### src/hw/rtl/hbfd_pkg.sv
// Package for the HTTP body framing decoder.
// Holds phase and mode codes, error codes, field widths and byte helpers.
// No dependencies.
package hbfd_pkg;

    // Fixed field widths
    localparam int unsigned BYTE_W  = 8;
    localparam int unsigned ERR_W   = 3;
    localparam int unsigned MODE_W  = 2;
    localparam int unsigned LEN_W   = 63;
    localparam int unsigned ODATA_W = 16;

    // Character codes
    localparam logic [BYTE_W-1:0] CH_CR   = 8'h0D;
    localparam logic [BYTE_W-1:0] CH_LF   = 8'h0A;
    localparam logic [BYTE_W-1:0] CH_SP   = 8'h20;
    localparam logic [BYTE_W-1:0] CH_HT   = 8'h09;
    localparam logic [BYTE_W-1:0] CH_ZERO = 8'h30;

    // Register indexes on the configuration port
    localparam logic REG_BODY_MODE = 1'b0;
    localparam logic REG_BODY_LEN  = 1'b1;

    // Body framing modes
    localparam logic [MODE_W-1:0] MODE_CLOSE   = 2'd0;
    localparam logic [MODE_W-1:0] MODE_LENGTH  = 2'd1;
    localparam logic [MODE_W-1:0] MODE_CHUNKED = 2'd2;

    // Error codes
    localparam logic [ERR_W-1:0] ERR_NONE        = 3'd0;
    localparam logic [ERR_W-1:0] ERR_EARLY_CLOSE = 3'd1;
    localparam logic [ERR_W-1:0] ERR_NONHEX      = 3'd2;
    localparam logic [ERR_W-1:0] ERR_TOO_LONG    = 3'd3;
    localparam logic [ERR_W-1:0] ERR_NO_LF       = 3'd4;
    localparam logic [ERR_W-1:0] ERR_TOO_LARGE   = 3'd5;
    localparam logic [ERR_W-1:0] ERR_TAIL_NO_LF  = 3'd6;
    localparam logic [ERR_W-1:0] ERR_SHORT_BODY  = 3'd7;

    // Decoder phases
    typedef enum logic [3:0] {
        PH_IDLE = 4'd0,
        PH_EOF  = 4'd1,
        PH_LEN  = 4'd2,
        PH_LWS  = 4'd3,
        PH_DIG  = 4'd4,
        PH_TAIL = 4'd5,
        PH_DATA = 4'd6,
        PH_CR   = 4'd7,
        PH_LF   = 4'd8,
        PH_DONE = 4'd9,
        PH_FAIL = 4'd10
    } t_phase;

    // Decoded hex character
    typedef struct packed {
        logic       valid;
        logic [3:0] value;
    } t_hex;

    function automatic t_hex hex_decode(input logic [BYTE_W-1:0] c);
        t_hex h;
        h.valid = 1'b1;
        h.value = c[3:0];
        if (c >= 8'h30 && c <= 8'h39) begin
            h.value = c[3:0];
        end else if ((c >= 8'h61 && c <= 8'h66) || (c >= 8'h41 && c <= 8'h46)) begin
            h.value = c[3:0] + 4'd9;
        end else begin
            h.valid = 1'b0;
        end
        return h;
    endfunction

    // SP, HT or CR
    function automatic logic is_blank(input logic [BYTE_W-1:0] c);
        return (c == CH_SP) || (c == CH_HT) || (c == CH_CR);
    endfunction

endpackage

### src/hw/rtl/http_body_framing_decoder.sv
// HTTP body framing decoder, top level.
// Depends on hbfd_pkg for phase, mode and error codes and the hex decoder.
//
// Usage:
//   Slave stream: one word per connection event. s_axis_tdata is the byte
//   received, s_axis_tuser set means the peer closed (the byte is ignored).
//   Master stream: zero or one word per event. m_axis_tdata carries the body
//   byte and the error code, m_axis_tuser flags a valid body byte and
//   m_axis_tlast marks the last word of the body (error words too).
//   Configuration: write body_mode (index 0) and body_len (index 1)
//   before the first event; they are sampled when that event is decoded.
// Pipeline and throughput:
//   An accepted event passes through the input register, then the decode
//   step that updates the framing state and loads the output register.
//   One event per cycle is sustained while m_axis_tready stays high; the
//   only wide path per cycle is the 63-bit count decrement and zero compare.
// Reset: i_rst_n (synchronous, active low) empties both registers, returns
//   the decoder to idle and restores body_mode 0 and body_len 1.
// Stall: while m_axis_tready is low a pending result holds; one more event
//   may sit in the input register, after which s_axis_tready drops.
module http_body_framing_decoder
    import hbfd_pkg::*;
#(
    parameter int unsigned HDR_CHARS = 20,
    parameter int unsigned SIZE_BITS = 63
) (
    input  logic                 i_clk,
    input  logic                 i_rst_n,
    // Configuration write port
    input  logic                 i_cfg_we,
    input  logic                 i_cfg_index,
    input  logic [LEN_W-1:0]     i_cfg_data,
    // Slave stream
    input  logic                 s_axis_tvalid,
    output logic                 s_axis_tready,
    input  logic [BYTE_W-1:0]    s_axis_tdata,   // [7:0] in_byte
    input  logic                 s_axis_tuser,   // [0] conn_closed
    // Master stream
    output logic                 m_axis_tvalid,
    input  logic                 m_axis_tready,
    output logic [ODATA_W-1:0]   m_axis_tdata,   // [7:0] out_byte, [10:8] error_code
    output logic                 m_axis_tuser,   // [0] has_byte
    output logic                 m_axis_tlast    // body_end
);

    localparam int unsigned DC_W = $clog2(HDR_CHARS + 1);

    // Configuration registers
    logic [MODE_W-1:0] r_body_mode;
    logic [LEN_W-1:0]  r_body_len;

    // Input register
    logic              r_in_valid;
    logic [BYTE_W-1:0] r_in_byte;
    logic              r_in_closed;

    // Framing state
    t_phase            r_phase, n_phase;
    logic [LEN_W-1:0]  r_rem, n_rem;
    logic [DC_W-1:0]   r_dc, n_dc;
    logic              r_lz, n_lz;
    logic              r_ov, n_ov;
    logic              r_last, n_last;

    // Output register
    logic              r_out_valid;
    logic [BYTE_W-1:0] r_out_byte;
    logic              r_out_has;
    logic              r_out_end;
    logic [ERR_W-1:0]  r_out_err;

    // Decode results
    logic              n_emit;
    logic [BYTE_W-1:0] n_byte;
    logic              n_has;
    logic              n_end;
    logic [ERR_W-1:0]  n_err;

    logic              out_free;
    logic              step_go;

    assign out_free      = !r_out_valid || m_axis_tready;
    assign step_go       = r_in_valid && out_free;
    assign s_axis_tready = !r_in_valid || step_go;

    // Configuration writes
    always_ff @(posedge i_clk) begin
        if (!i_rst_n) begin
            r_body_mode <= MODE_CLOSE;
            r_body_len  <= LEN_W'(1);
        end else if (i_cfg_we) begin
            if (i_cfg_index == REG_BODY_MODE) begin
                r_body_mode <= i_cfg_data[MODE_W-1:0];
            end else begin
                r_body_len <= i_cfg_data;
            end
        end
    end

    // Input register: load on accept, drain on decode
    always_ff @(posedge i_clk) begin
        if (!i_rst_n) begin
            r_in_valid <= 1'b0;
        end else if (s_axis_tvalid && s_axis_tready) begin
            r_in_valid <= 1'b1;
        end else if (step_go) begin
            r_in_valid <= 1'b0;
        end
        if (s_axis_tvalid && s_axis_tready) begin
            r_in_byte   <= s_axis_tdata;
            r_in_closed <= s_axis_tuser;
        end
    end

    // Decode one event
    always_comb begin
        t_phase           ph;
        logic [LEN_W-1:0] rem;
        logic [LEN_W-1:0] rem_dec;
        logic [DC_W-1:0]  dc_inc;
        logic             lz;
        logic             ov;
        logic             last;
        t_hex             h;
        logic [BYTE_W-1:0] c;

        c       = r_in_byte;
        h       = hex_decode(c);
        ph      = r_phase;
        rem     = r_rem;
        lz      = r_lz;
        ov      = r_ov;
        last    = r_last;
        n_dc    = r_dc;

        // Latch the framing mode on the first event
        if (r_phase == PH_IDLE) begin
            if (r_body_mode == MODE_LENGTH) begin
                ph  = PH_LEN;
                rem = r_body_len;
            end else if (r_body_mode == MODE_CHUNKED) begin
                ph   = PH_LWS;
                rem  = '0;
                n_dc = '0;
                lz   = 1'b0;
                ov   = 1'b0;
                last = 1'b0;
            end else begin
                ph = PH_EOF;
            end
        end

        rem_dec = rem - LEN_W'(1);
        dc_inc  = n_dc + DC_W'(1);

        n_phase = ph;
        n_rem   = rem;
        n_lz    = lz;
        n_ov    = ov;
        n_last  = last;
        n_emit  = 1'b0;
        n_byte  = '0;
        n_has   = 1'b0;
        n_end   = 1'b0;
        n_err   = ERR_NONE;

        unique case (ph)
            PH_EOF: begin
                n_emit = 1'b1;
                if (r_in_closed) begin
                    n_phase = PH_DONE;
                    n_end   = 1'b1;
                end else begin
                    n_byte = c;
                    n_has  = 1'b1;
                end
            end
            PH_LEN: begin
                n_emit = 1'b1;
                if (rem == '0) begin
                    n_phase = PH_DONE;
                    n_end   = 1'b1;
                end else if (r_in_closed) begin
                    n_phase = PH_FAIL;
                    n_end   = 1'b1;
                    n_err   = ERR_SHORT_BODY;
                end else begin
                    n_rem  = rem_dec;
                    n_byte = c;
                    n_has  = 1'b1;
                    if (rem_dec == '0) begin
                        n_phase = PH_DONE;
                        n_end   = 1'b1;
                    end
                end
            end
            PH_LWS: begin
                if (r_in_closed) begin
                    n_phase = PH_FAIL;
                    n_emit  = 1'b1;
                    n_end   = 1'b1;
                    n_err   = ERR_EARLY_CLOSE;
                end else if (is_blank(c) || c == CH_LF) begin
                    // skip leading white space
                end else if (!h.valid) begin
                    n_phase = PH_FAIL;
                    n_emit  = 1'b1;
                    n_end   = 1'b1;
                    n_err   = ERR_NONHEX;
                end else begin
                    n_lz    = (c == CH_ZERO);
                    n_dc    = DC_W'(1);
                    n_rem   = LEN_W'(h.value);
                    n_phase = PH_DIG;
                end
            end
            PH_DIG: begin
                if (r_in_closed) begin
                    n_phase = PH_FAIL;
                    n_emit  = 1'b1;
                    n_end   = 1'b1;
                    n_err   = ERR_EARLY_CLOSE;
                end else if (n_dc == DC_W'(1) && lz && c == CH_ZERO) begin
                    // collapse repeated leading zeros
                end else if (h.valid) begin
                    n_dc = dc_inc;
                    if (dc_inc >= DC_W'(HDR_CHARS)) begin
                        n_phase = PH_FAIL;
                        n_emit  = 1'b1;
                        n_end   = 1'b1;
                        n_err   = ERR_TOO_LONG;
                    end else if (!ov) begin
                        if (rem[LEN_W-1:SIZE_BITS-4] != '0) begin
                            n_ov = 1'b1;
                        end else begin
                            n_rem = {rem[LEN_W-5:0], h.value};
                        end
                    end
                end else if (c == CH_LF) begin
                    if (ov) begin
                        n_phase = PH_FAIL;
                        n_emit  = 1'b1;
                        n_end   = 1'b1;
                        n_err   = ERR_TOO_LARGE;
                    end else if (rem == '0) begin
                        n_last  = 1'b1;
                        n_phase = PH_CR;
                    end else begin
                        n_phase = PH_DATA;
                    end
                end else if (is_blank(c)) begin
                    n_phase = PH_TAIL;
                end else begin
                    n_phase = PH_FAIL;
                    n_emit  = 1'b1;
                    n_end   = 1'b1;
                    n_err   = ERR_NO_LF;
                end
            end
            PH_TAIL: begin
                if (r_in_closed) begin
                    n_phase = PH_FAIL;
                    n_emit  = 1'b1;
                    n_end   = 1'b1;
                    n_err   = ERR_EARLY_CLOSE;
                end else if (c == CH_LF) begin
                    if (ov) begin
                        n_phase = PH_FAIL;
                        n_emit  = 1'b1;
                        n_end   = 1'b1;
                        n_err   = ERR_TOO_LARGE;
                    end else if (rem == '0) begin
                        n_last  = 1'b1;
                        n_phase = PH_CR;
                    end else begin
                        n_phase = PH_DATA;
                    end
                end else if (is_blank(c)) begin
                    // skip trailing white space
                end else begin
                    n_phase = PH_FAIL;
                    n_emit  = 1'b1;
                    n_end   = 1'b1;
                    n_err   = ERR_NO_LF;
                end
            end
            PH_DATA: begin
                n_emit = 1'b1;
                if (r_in_closed) begin
                    n_phase = PH_FAIL;
                    n_end   = 1'b1;
                    n_err   = ERR_SHORT_BODY;
                end else begin
                    n_rem  = rem_dec;
                    n_byte = c;
                    n_has  = 1'b1;
                    if (rem_dec == '0) begin
                        n_phase = PH_CR;
                    end
                end
            end
            PH_CR, PH_LF: begin
                if (r_in_closed) begin
                    n_phase = PH_FAIL;
                    n_emit  = 1'b1;
                    n_end   = 1'b1;
                    n_err   = ERR_EARLY_CLOSE;
                end else if (ph == PH_CR && c == CH_CR) begin
                    n_phase = PH_LF;
                end else if (c == CH_LF) begin
                    if (last) begin
                        n_phase = PH_DONE;
                        n_emit  = 1'b1;
                        n_end   = 1'b1;
                    end else begin
                        // start the next size line
                        n_phase = PH_LWS;
                        n_rem   = '0;
                        n_dc    = '0;
                        n_lz    = 1'b0;
                        n_ov    = 1'b0;
                    end
                end else begin
                    n_phase = PH_FAIL;
                    n_emit  = 1'b1;
                    n_end   = 1'b1;
                    n_err   = ERR_TAIL_NO_LF;
                end
            end
            default: begin
                // done, failed: drop the event
            end
        endcase
    end

    // Framing state: advance once per decoded event
    always_ff @(posedge i_clk) begin
        if (!i_rst_n) begin
            r_phase <= PH_IDLE;
            r_rem   <= '0;
            r_dc    <= '0;
            r_lz    <= 1'b0;
            r_ov    <= 1'b0;
            r_last  <= 1'b0;
        end else if (step_go) begin
            r_phase <= n_phase;
            r_rem   <= n_rem;
            r_dc    <= n_dc;
            r_lz    <= n_lz;
            r_ov    <= n_ov;
            r_last  <= n_last;
        end
    end

    // Output register: load on decode, drain on take
    always_ff @(posedge i_clk) begin
        if (!i_rst_n) begin
            r_out_valid <= 1'b0;
        end else if (step_go) begin
            r_out_valid <= n_emit;
        end else if (m_axis_tready) begin
            r_out_valid <= 1'b0;
        end
        if (step_go) begin
            r_out_byte <= n_byte;
            r_out_has  <= n_has;
            r_out_end  <= n_end;
            r_out_err  <= n_err;
        end
    end

    assign m_axis_tvalid = r_out_valid;
    assign m_axis_tdata  = {(ODATA_W - BYTE_W - ERR_W)'(0), r_out_err, r_out_byte};
    assign m_axis_tuser  = r_out_has;
    assign m_axis_tlast  = r_out_end;

endmodule

### config.mk
export PLATFORM = sky130hd
export DESIGN_NAME = http_body_framing_decoder
export DESIGN_NICKNAME = d
export VERILOG_FILES = /design/src/hw/rtl/hbfd_pkg.sv /design/src/hw/rtl/http_body_framing_decoder.sv
export SDC_FILE = /design/constraint.sdc
export NUM_CORES = 1
export LEC_CHECK = 0
export BUFFER_PORTS_ARGS = -buffer_cell sky130_fd_sc_hd__buf_2
export CAP_MARGIN = 5
export CORE_ASPECT_RATIO = 0.6
export CORE_UTILIZATION = 52
export DETAILED_ROUTE_END_ITERATION = 12
export PLACE_DENSITY = 0.8
export SYNTH_ARGS = -nofsm -noshare
export SYNTH_HDL_FRONTEND = slang
export SYNTH_SLANG_ARGS = --single-unit
### constraint.sdc
create_clock -name i_clk -period 13.7 [get_ports i_clk]
set_input_delay 0 -clock i_clk [delete_from_list [all_inputs] [get_ports i_clk]]
set_output_delay 0 -clock i_clk [all_outputs]
set_load 0.005 [all_outputs]
==> results_dict.tcl, run 1 <==
set metrics [dict create \
    ys_ff_latch 164 \
    area_delta_synth_final_pct 16.3 \
    relSlewSlack 0.129 \
    power.density_mw_per_mm2 117 \
    synthFlopType "dfxtp_1" \
    via_per_inst 6.86 \
    synth.most_common_cell "nand2_1" \
    rows 42 \
    antenna_cells 0 \
    end_kind "flop" \
    finalInstanceArea_sq_mm 0.0139 \
    cp_cell_sequence "or4_1 -> buf_4 -> nor2_4 -> buf_4 -> o311ai_1 -> a2111oi_1 -> nand4_1 -> o31ai_1 -> or2_2 -> o21ai_0 -> a222oi_1 -> a21oi_1" \
    drv_slew 0 \
    overflow 0 \
    instances_no_fill 2049 \
    dpl_cell_area_sq_mm 0.0125 \
    place_congestion 1.03 \
    p_leak_nw 5.08 \
    min_path_type "in -> reg" \
    synth_area_leaders "dfxtp_1 24%, nand2_1 9.2%, a21oi_1 5.9%" \
    crit_arrival_ns 6.98 \
    routed_wl_mm 48.1 \
    drv_cap 0 \
    clock_skew_ns 0.00981 \
    dp_hpwl_mm 31.9 \
    synthCells 1637 \
    period_share 0.487 \
    core_area_sq_mm 0.0223 \
    clkLatencyLatePin_ns 0.46 \
    nets 1817 \
    io_pins 98 \
    root_buffer "clkbuf_16" \
    crit_top_cell "buf_4" \
    htree_levels 4 \
    synth-edff-count 22 \
    status "complete, no violations" \
    cts_tree "built" \
    detail-route-antenna-nets 0 \
    period_needed_ns 6.68 \
    cts_sinks 164 \
    setup-tns-final_ns 0 \
    async_flop_share 0 \
    setup_viol 0 \
    clk_path_buf_depth 2 \
    start_kind "flop" \
    hold_start "i_rst_n" \
    fill_cells 2016 \
    synth_top_cell_by_area "dfxtp_1" \
    drive_gt1_frac 0.110 \
    ir_drop_v 0.0000935 \
    synth.distinct_cells 89 \
    first_pass_iters 7 \
    yosys_warnings 0 \
    rsz0062_at_grt "no" \
    syn_avg_cell_area_sq_um 7.28 \
    slowest_delay_ns 1.10 \
    dieArea_sq_mm 0.0236 \
    worstSetupPathType "reg -> reg" \
    cp_max_fo 55 \
    drc 0 \
    rr_startpoint "r_phase[3]$_SDFFE_PN0P_" \
    grt_max_degree 88 \
    place_inst 1940 \
    synthTopCellsByCount "293 x nand2_1, 142 x dfxtp_1, 141 x a21oi_1, 136 x o21ai_0, 108 x nor2_1" \
    die_height_um 119 \
    yosysSeqAreaShare 0.294 \
    clkTransAtPathRegs_ns 0.07 \
    wl_per_cell_um 23.5 \
    final_hold_viol_count 0 \
    grt_pass1_vias 12600 \
    drt_iter0_drc 2694 \
    cts_inserted_buffers 17 \
    crit_start "r_phase[3]$_SDFFE_PN0P_" \
    via_count 14100 \
    start_util 0.535 \
    slowest_stage "or2_2" \
    grt_usage 0.401 \
    netlist_area_sq_mm 0.0119 \
    antenna_found_initial 2 \
    grt_pass1_wl_mm 72.7 \
    cp.required_ns 14.00 \
    die_x_um 197 \
    worstMarginPinSlew_ns 1.31 \
    clock.fmax_mhz 150 \
    portBuffers 92 \
    netlist.area_leader.share 0.238 \
]
## worst max-delay path, delay by kind of cell (launching register included)
kind	cells	cell delay [ns]
simple gates	4	2.64
compound gates	6	2.36
buf+inv	2	0.92
flops	1	0.50
## path summary, 6_finish.rpt
path | end | slack [ns] | cells after the start
worst max-delay path | r_rem[11]$_SDFFE_PN0P_ | 7.02 | 12
worst max register to register | r_rem[11]$_SDFFE_PN0P_ | 7.02 | 12
worst min-delay path | r_body_len[28]$_SDFFE_PN0P_ | 0.08 | 2
worst min register to register | r_last$_SDFFE_PN0P_ | 0.48 | 2
## through the flow
stage / worst slack, ns / hold slack (ns) / power [mW] / utilization
final: 7.02 / 0.0789 / 1.62 / 0.622
after detailed placement: 7.35 / 0.179 / 1.04 / 0.559
after floorplan: 8.00 / 0.0989 / 0.888 / -
after global routing: 6.79 / 0.0972 / 1.67 / 0.622
after global placement: 7.50 / 0.177 / 1.04 / 0.559
after CTS: 7.31 / 0.0423 / 1.59 / 0.622
## cell usage in the layout, fill, tap and decap left out, types with 10 or more instances in the layout
cell type / n
nand2_1: 291
o21ai_0: 136
or2_2: 10
nand3_1: 35
nand4_1: 26
a221oi_1: 19
and2_1: 24
edfxtp_1: 22
a22o_1: 22
a31oi_1: 21
a211oi_1: 23
o211a_1: 11
nor3_1: 45
clkbuf_16: 17
a21oi_1: 141
dfxtp_1: 142
or4_1: 16
xnor2_1: 34
nor2_1: 106
xor2_1: 20
dlygate4sd3_1: 77
inv_1: 20
nor2b_1: 12
ha_1: 11
o311ai_0: 10
o22ai_1: 12
nor4_1: 32
o211ai_1: 14
a21boi_0: 68
a22oi_1: 14
or3_1: 16
buf_4: 30
buf_2: 91
## flip-flops by register name, summed over array words and instances (netlist names), 2 cells and up
name,count
r_body_len,63
r_phase,4
r_out_err,3
r_in_byte,8
r_out_byte,8
r_body_mode,2
r_dc,5
r_rem,63
## cells by family (layout without fill, tap and decap cells)
group | after synthesis | count (layout) | synth area share
DFF | 164 | 164 | 0.294
adders and majority gates | 11 | 11 | 0.0115
xor gates and xnor gates | 54 | 54 | 0.0397
AOI/OAI and AO/OA | 575 | 575 | 0.320
other | 1 | 5 | 0.000315
and+or+nand+nor | 677 | 677 | 0.276
muxes | 4 | 4 | 0.00336
buffers and inverters | 151 | 251 | 0.0556
## layer usage
metal	up-vias	GRT usage	share of wire	routed length [um]
met4	0	0.131	0.027	1290
met3	186	0.178	0.17	8350
met1	6397	0.575	0.42	20100
met2	1246	0.521	0.38	18400
met5	-	0	0	0
li1	6224	-	-	-
## final cells by class
class | instances | area (sq um) | share of cell area
Multi-Input combinational cell | 1326 | 7800 | 0.563
Sequential cell | 164 | 3500 | 0.253
Timing Repair Buffer | 198 | 1450 | 0.105
Clock buffer | 18 | 429 | 0.0310
Tap cell | 308 | 385 | 0.0278
Clock inverter | 14 | 209 | 0.0151
Inverter | 21 | 78.8 | 0.00569
## repair_timing
item / CTS / global route
setup buffers: 0 / 0
hold endpoints to repair: 76 / 0
hold buffers: 77 / 0
gates resized for setup: 0 / 0
## report_power, final
group / internal (mW) / total (mW) / switching [mW]
Sequential: 0.518 / 0.558 / 0.0400
Clock: 0.322 / 0.535 / 0.212
Combinational: 0.179 / 0.528 / 0.349
(Power assumes the default switching activity.)
==> run 2, diff against run 1 <==
- ABC_AREA: default -> 1
- clock period: 13.7 -> 6.55 ns (I/O delays scaled with it)
==> run 2 against run 1 <==
Net effect:
- non-clock buffer count increased by 14
- worst setup slack worse by 5.6 ns
- critical path depth increased by 9
- cell area rose by 7.3%
- combinational power rose to 11 times the previous value
- sequential power grew 130%
- flip-flop and latch count stayed put
- critical endpoint is now r_rem[32]$_SDFFE_PN0P_
==> results_dict.tcl, run 2 <==
set metrics [dict create \
    status "complete, no violations" \
    ir_drop_v 0.000354 \
    grt_pass1_vias 14200 \
    wl_per_cell_um 20.5 \
    io_pins 98 \
    detail-route-antenna-nets 0 \
    overflow 0 \
    period_share 0.784 \
    period_needed_ns 5.14 \
    ff2ff_path_depth 21 \
    netlist_area_sq_mm 0.0128 \
    slowest_delay_ns 0.54 \
    dpl_cell_area_sq_mm 0.0132 \
    swShare 0.622 \
    start_kind "flop" \
    p_clk_frac 0.128 \
    cts_sinks 164 \
    clkTransAtPathRegs_ns 0.07 \
    synthFlopType "dfxtp_1" \
    drv_slew 0 \
    yosysSeqAreaShare 0.274 \
    clock.fmax_mhz 195 \
    clock_skew_ns 0.0102 \
    rows 44 \
    power.density_mw_per_mm2 554 \
    cts_inserted_buffers 17 \
    grt_pass1_wl_mm 83.5 \
    layout_commonest_cell "nand2_1" \
    synth_top_cell_by_area "nand2_1" \
    setup-tns-final_ns 0 \
    synth_area_leaders "nand2_1 25%, dfxtp_1 22%, nor2_1 12%" \
    worstSetupPathType "reg -> reg" \
    cp_max_fo 43 \
    netlist.area_leader.share 0.252 \
    min_path_type "in -> reg" \
    drv_cap 0 \
    dp_worst_setup_slack_ns 1.90 \
    cts_tree "built" \
    end_kind "flop" \
    yosys_warnings 0 \
    place_congestion 1.08 \
    synth.most_common_cell "nand2_1" \
    crit_arrival_ns 5.48 \
    synth-edff-count 22 \
    synth.distinct_cells 47 \
    crit_top_cell "nand2_1" \
    final_cell_mix "857 x nand2_1, 407 x nor2_1, 186 x inv_1" \
    via_count 16500 \
    relSlewSlack 0.343 \
    drive_gt1_frac 0.0799 \
    critPathBufInv 4 \
    layout_setup_ws_ns 1.41 \
    die_height_um 123 \
    drc 0 \
    core_area_sq_mm 0.0242 \
    worstMarginPinSlew_ns 0.986 \
    setup_viol 0 \
    routed_wl_mm 56.2 \
    grt_max_degree 80 \
    syn_avg_cell_area_sq_um 5.62 \
    final_hold_viol_count 0 \
    clkLatencyLatePin_ns 0.47 \
    final_util 0.615 \
    drt_iter0_drc 2645 \
    synthTopCellsByCount "858 x nand2_1, 407 x nor2_1, 187 x inv_1, 144 x o21ai_0, 142 x dfxtp_1" \
    ctsResizeCount 0 \
    die_x_um 204 \
    critPathTopFamily "simple AND/OR/NAND/NOR gates" \
    antenna_found_initial 4 \
    top_regs "r_body_len: 63 flops, r_rem: 63 flops" \
    hold_depth 3 \
    rsz0062_at_grt "no" \
    portBuffers 92 \
    p_switching_mw 5.13 \
    nets 2492 \
    via_per_inst 6.02 \
    clk_path_buf_depth 2 \
    seqPwrFrac 0.155 \
    cp_cell_sequence "inv_1 -> ha_2 -> buf_4 -> nand2_1 -> nand2_1 -> nand2_1 -> nand2_1 -> inv_1 -> nor2_1 -> nand2_1 -> nor2_1 -> nand2_1 -> nor2_2 -> nand3_2 -> nand2_2 -> nand2_2 -> nand2_2 -> buf_4 -> o22ai_1 -> nor2_1 -> a21oi_1" \
    internal_power_mw 3.12 \
    cp.depth 21 \
    first_pass_iters 7 \
    cp.required_ns 6.89 \
    p_leak_nw 7.07 \
    htree_levels 4 \
    async_flop_share 0 \
    root_buffer "clkbuf_16" \
    grt_usage 0.441 \
    synthCells 2277 \
    power_frac_comb 0.717 \
    dp_hpwl_mm 39.2 \
    start_util 0.529 \
    ys_ff_latch 164 \
    area_delta_synth_final_pct 16.3 \
    dieArea_sq_mm 0.0252 \
    slowest_stage "buf_4" \
    finalInstanceArea_sq_mm 0.0149 \
]
-- run 2: cell types whose count changed after synthesis, sizes merged, moves of 32 or more --
cell and delta:
nor4 -32, a21oi -79, nand2 +571, inv +174
clkbuf -32, nor3 -34, xnor2 -34, a21boi -68
nand3 +104, nor2 +321
-- run 2: worst paths after layout --
check / start / to / slack (ns)
setup / recovery: r_body_mode[1]$_SDFFE_PN0P_ / r_rem[32]$_SDFFE_PN0P_ / 1.41
hold / removal: i_cfg_data[2] / r_body_len[2]$_SDFFE_PN0P_ / 0.09
setup reg to reg: r_body_mode[1]$_SDFFE_PN0P_ / r_rem[32]$_SDFFE_PN0P_ / 1.41
hold reg to reg: r_rem[0]$_SDFFE_PN0P_ / r_rem[0]$_SDFFE_PN0P_ / 0.47
-- run 2: final cells by class --
| class | instances | area, sq um |
|---|---|---|
| Antenna cell | 1 | 2.50 |
| Sequential cell | 164 | 3500 |
| Fill cell | 2274 | 9300 |
| Inverter | 195 | 736 |
| Clock buffer | 17 | 425 |
| Timing Repair Buffer | 212 | 1620 |
| Tap cell | 322 | 403 |
| Clock inverter | 15 | 185 |
| Multi-Input combinational cell | 1813 | 8000 |
-- run 2: kinds of logic (layout without fill, tap and decap cells) --
logic type,after synthesis,in the layout,share of synthesized area
AO/OA/AOI/OAI,318,318,0.144
XOR/XNOR,8,8,0.00548
buffers and inverters,304,439,0.102
other,1,6,0.000293
adder cells (fa/ha/maj),11,11,0.0108
flip-flops,164,164,0.274
AND/OR/NAND/NOR,1471,1471,0.463
-- run 2: routing by layer --
| metal | vias to the layer above | part of all wire | global-route usage |
|---|---|---|---|
| met4 | 4 | 0.018 | 0.0979 |
| met3 | 115 | 0.17 | 0.196 |
| met2 | 1341 | 0.38 | 0.584 |
| met1 | 7503 | 0.43 | 0.639 |
| met5 | - | 0.00048 | 0 |
| li1 | 7517 | - | - |
-- run 2: metrics by stage --
stage	total power, mW	instances	hold WS (ns)
4_1_cts	7.88	2738	0.0216
3_3_place_gp	6.81	2603	0.177
2_1_floorplan	5.31	2281	0.0989
6_report	8.25	2739	0.0892
5_1_grt	8.69	2738	0.129
3_5_place_dp	6.76	2603	0.179
-- run 2: worst min-delay path, cell delays in order --
cell	delay, ns
buf_2	0.08
o21ai_0	0.24
a21oi_1	0.19
-- run 2: repair_timing --
action / in CTS / in global routing
hold endpoints to repair: 75 / 0
setup buffers: 0 / 0
hold buffers: 103 / 0
-- run 2: power by group through the flow --
stage	Sequential [mW]	Combinational, mW	Clock, mW
finish	1.28	5.91	1.06
global route	1.29	6.29	1.11
CTS	1.27	5.56	1.06
detailed placement	1.29	5.48	0
global placement	1.28	5.53	0
floorplan	1.26	4.06	0
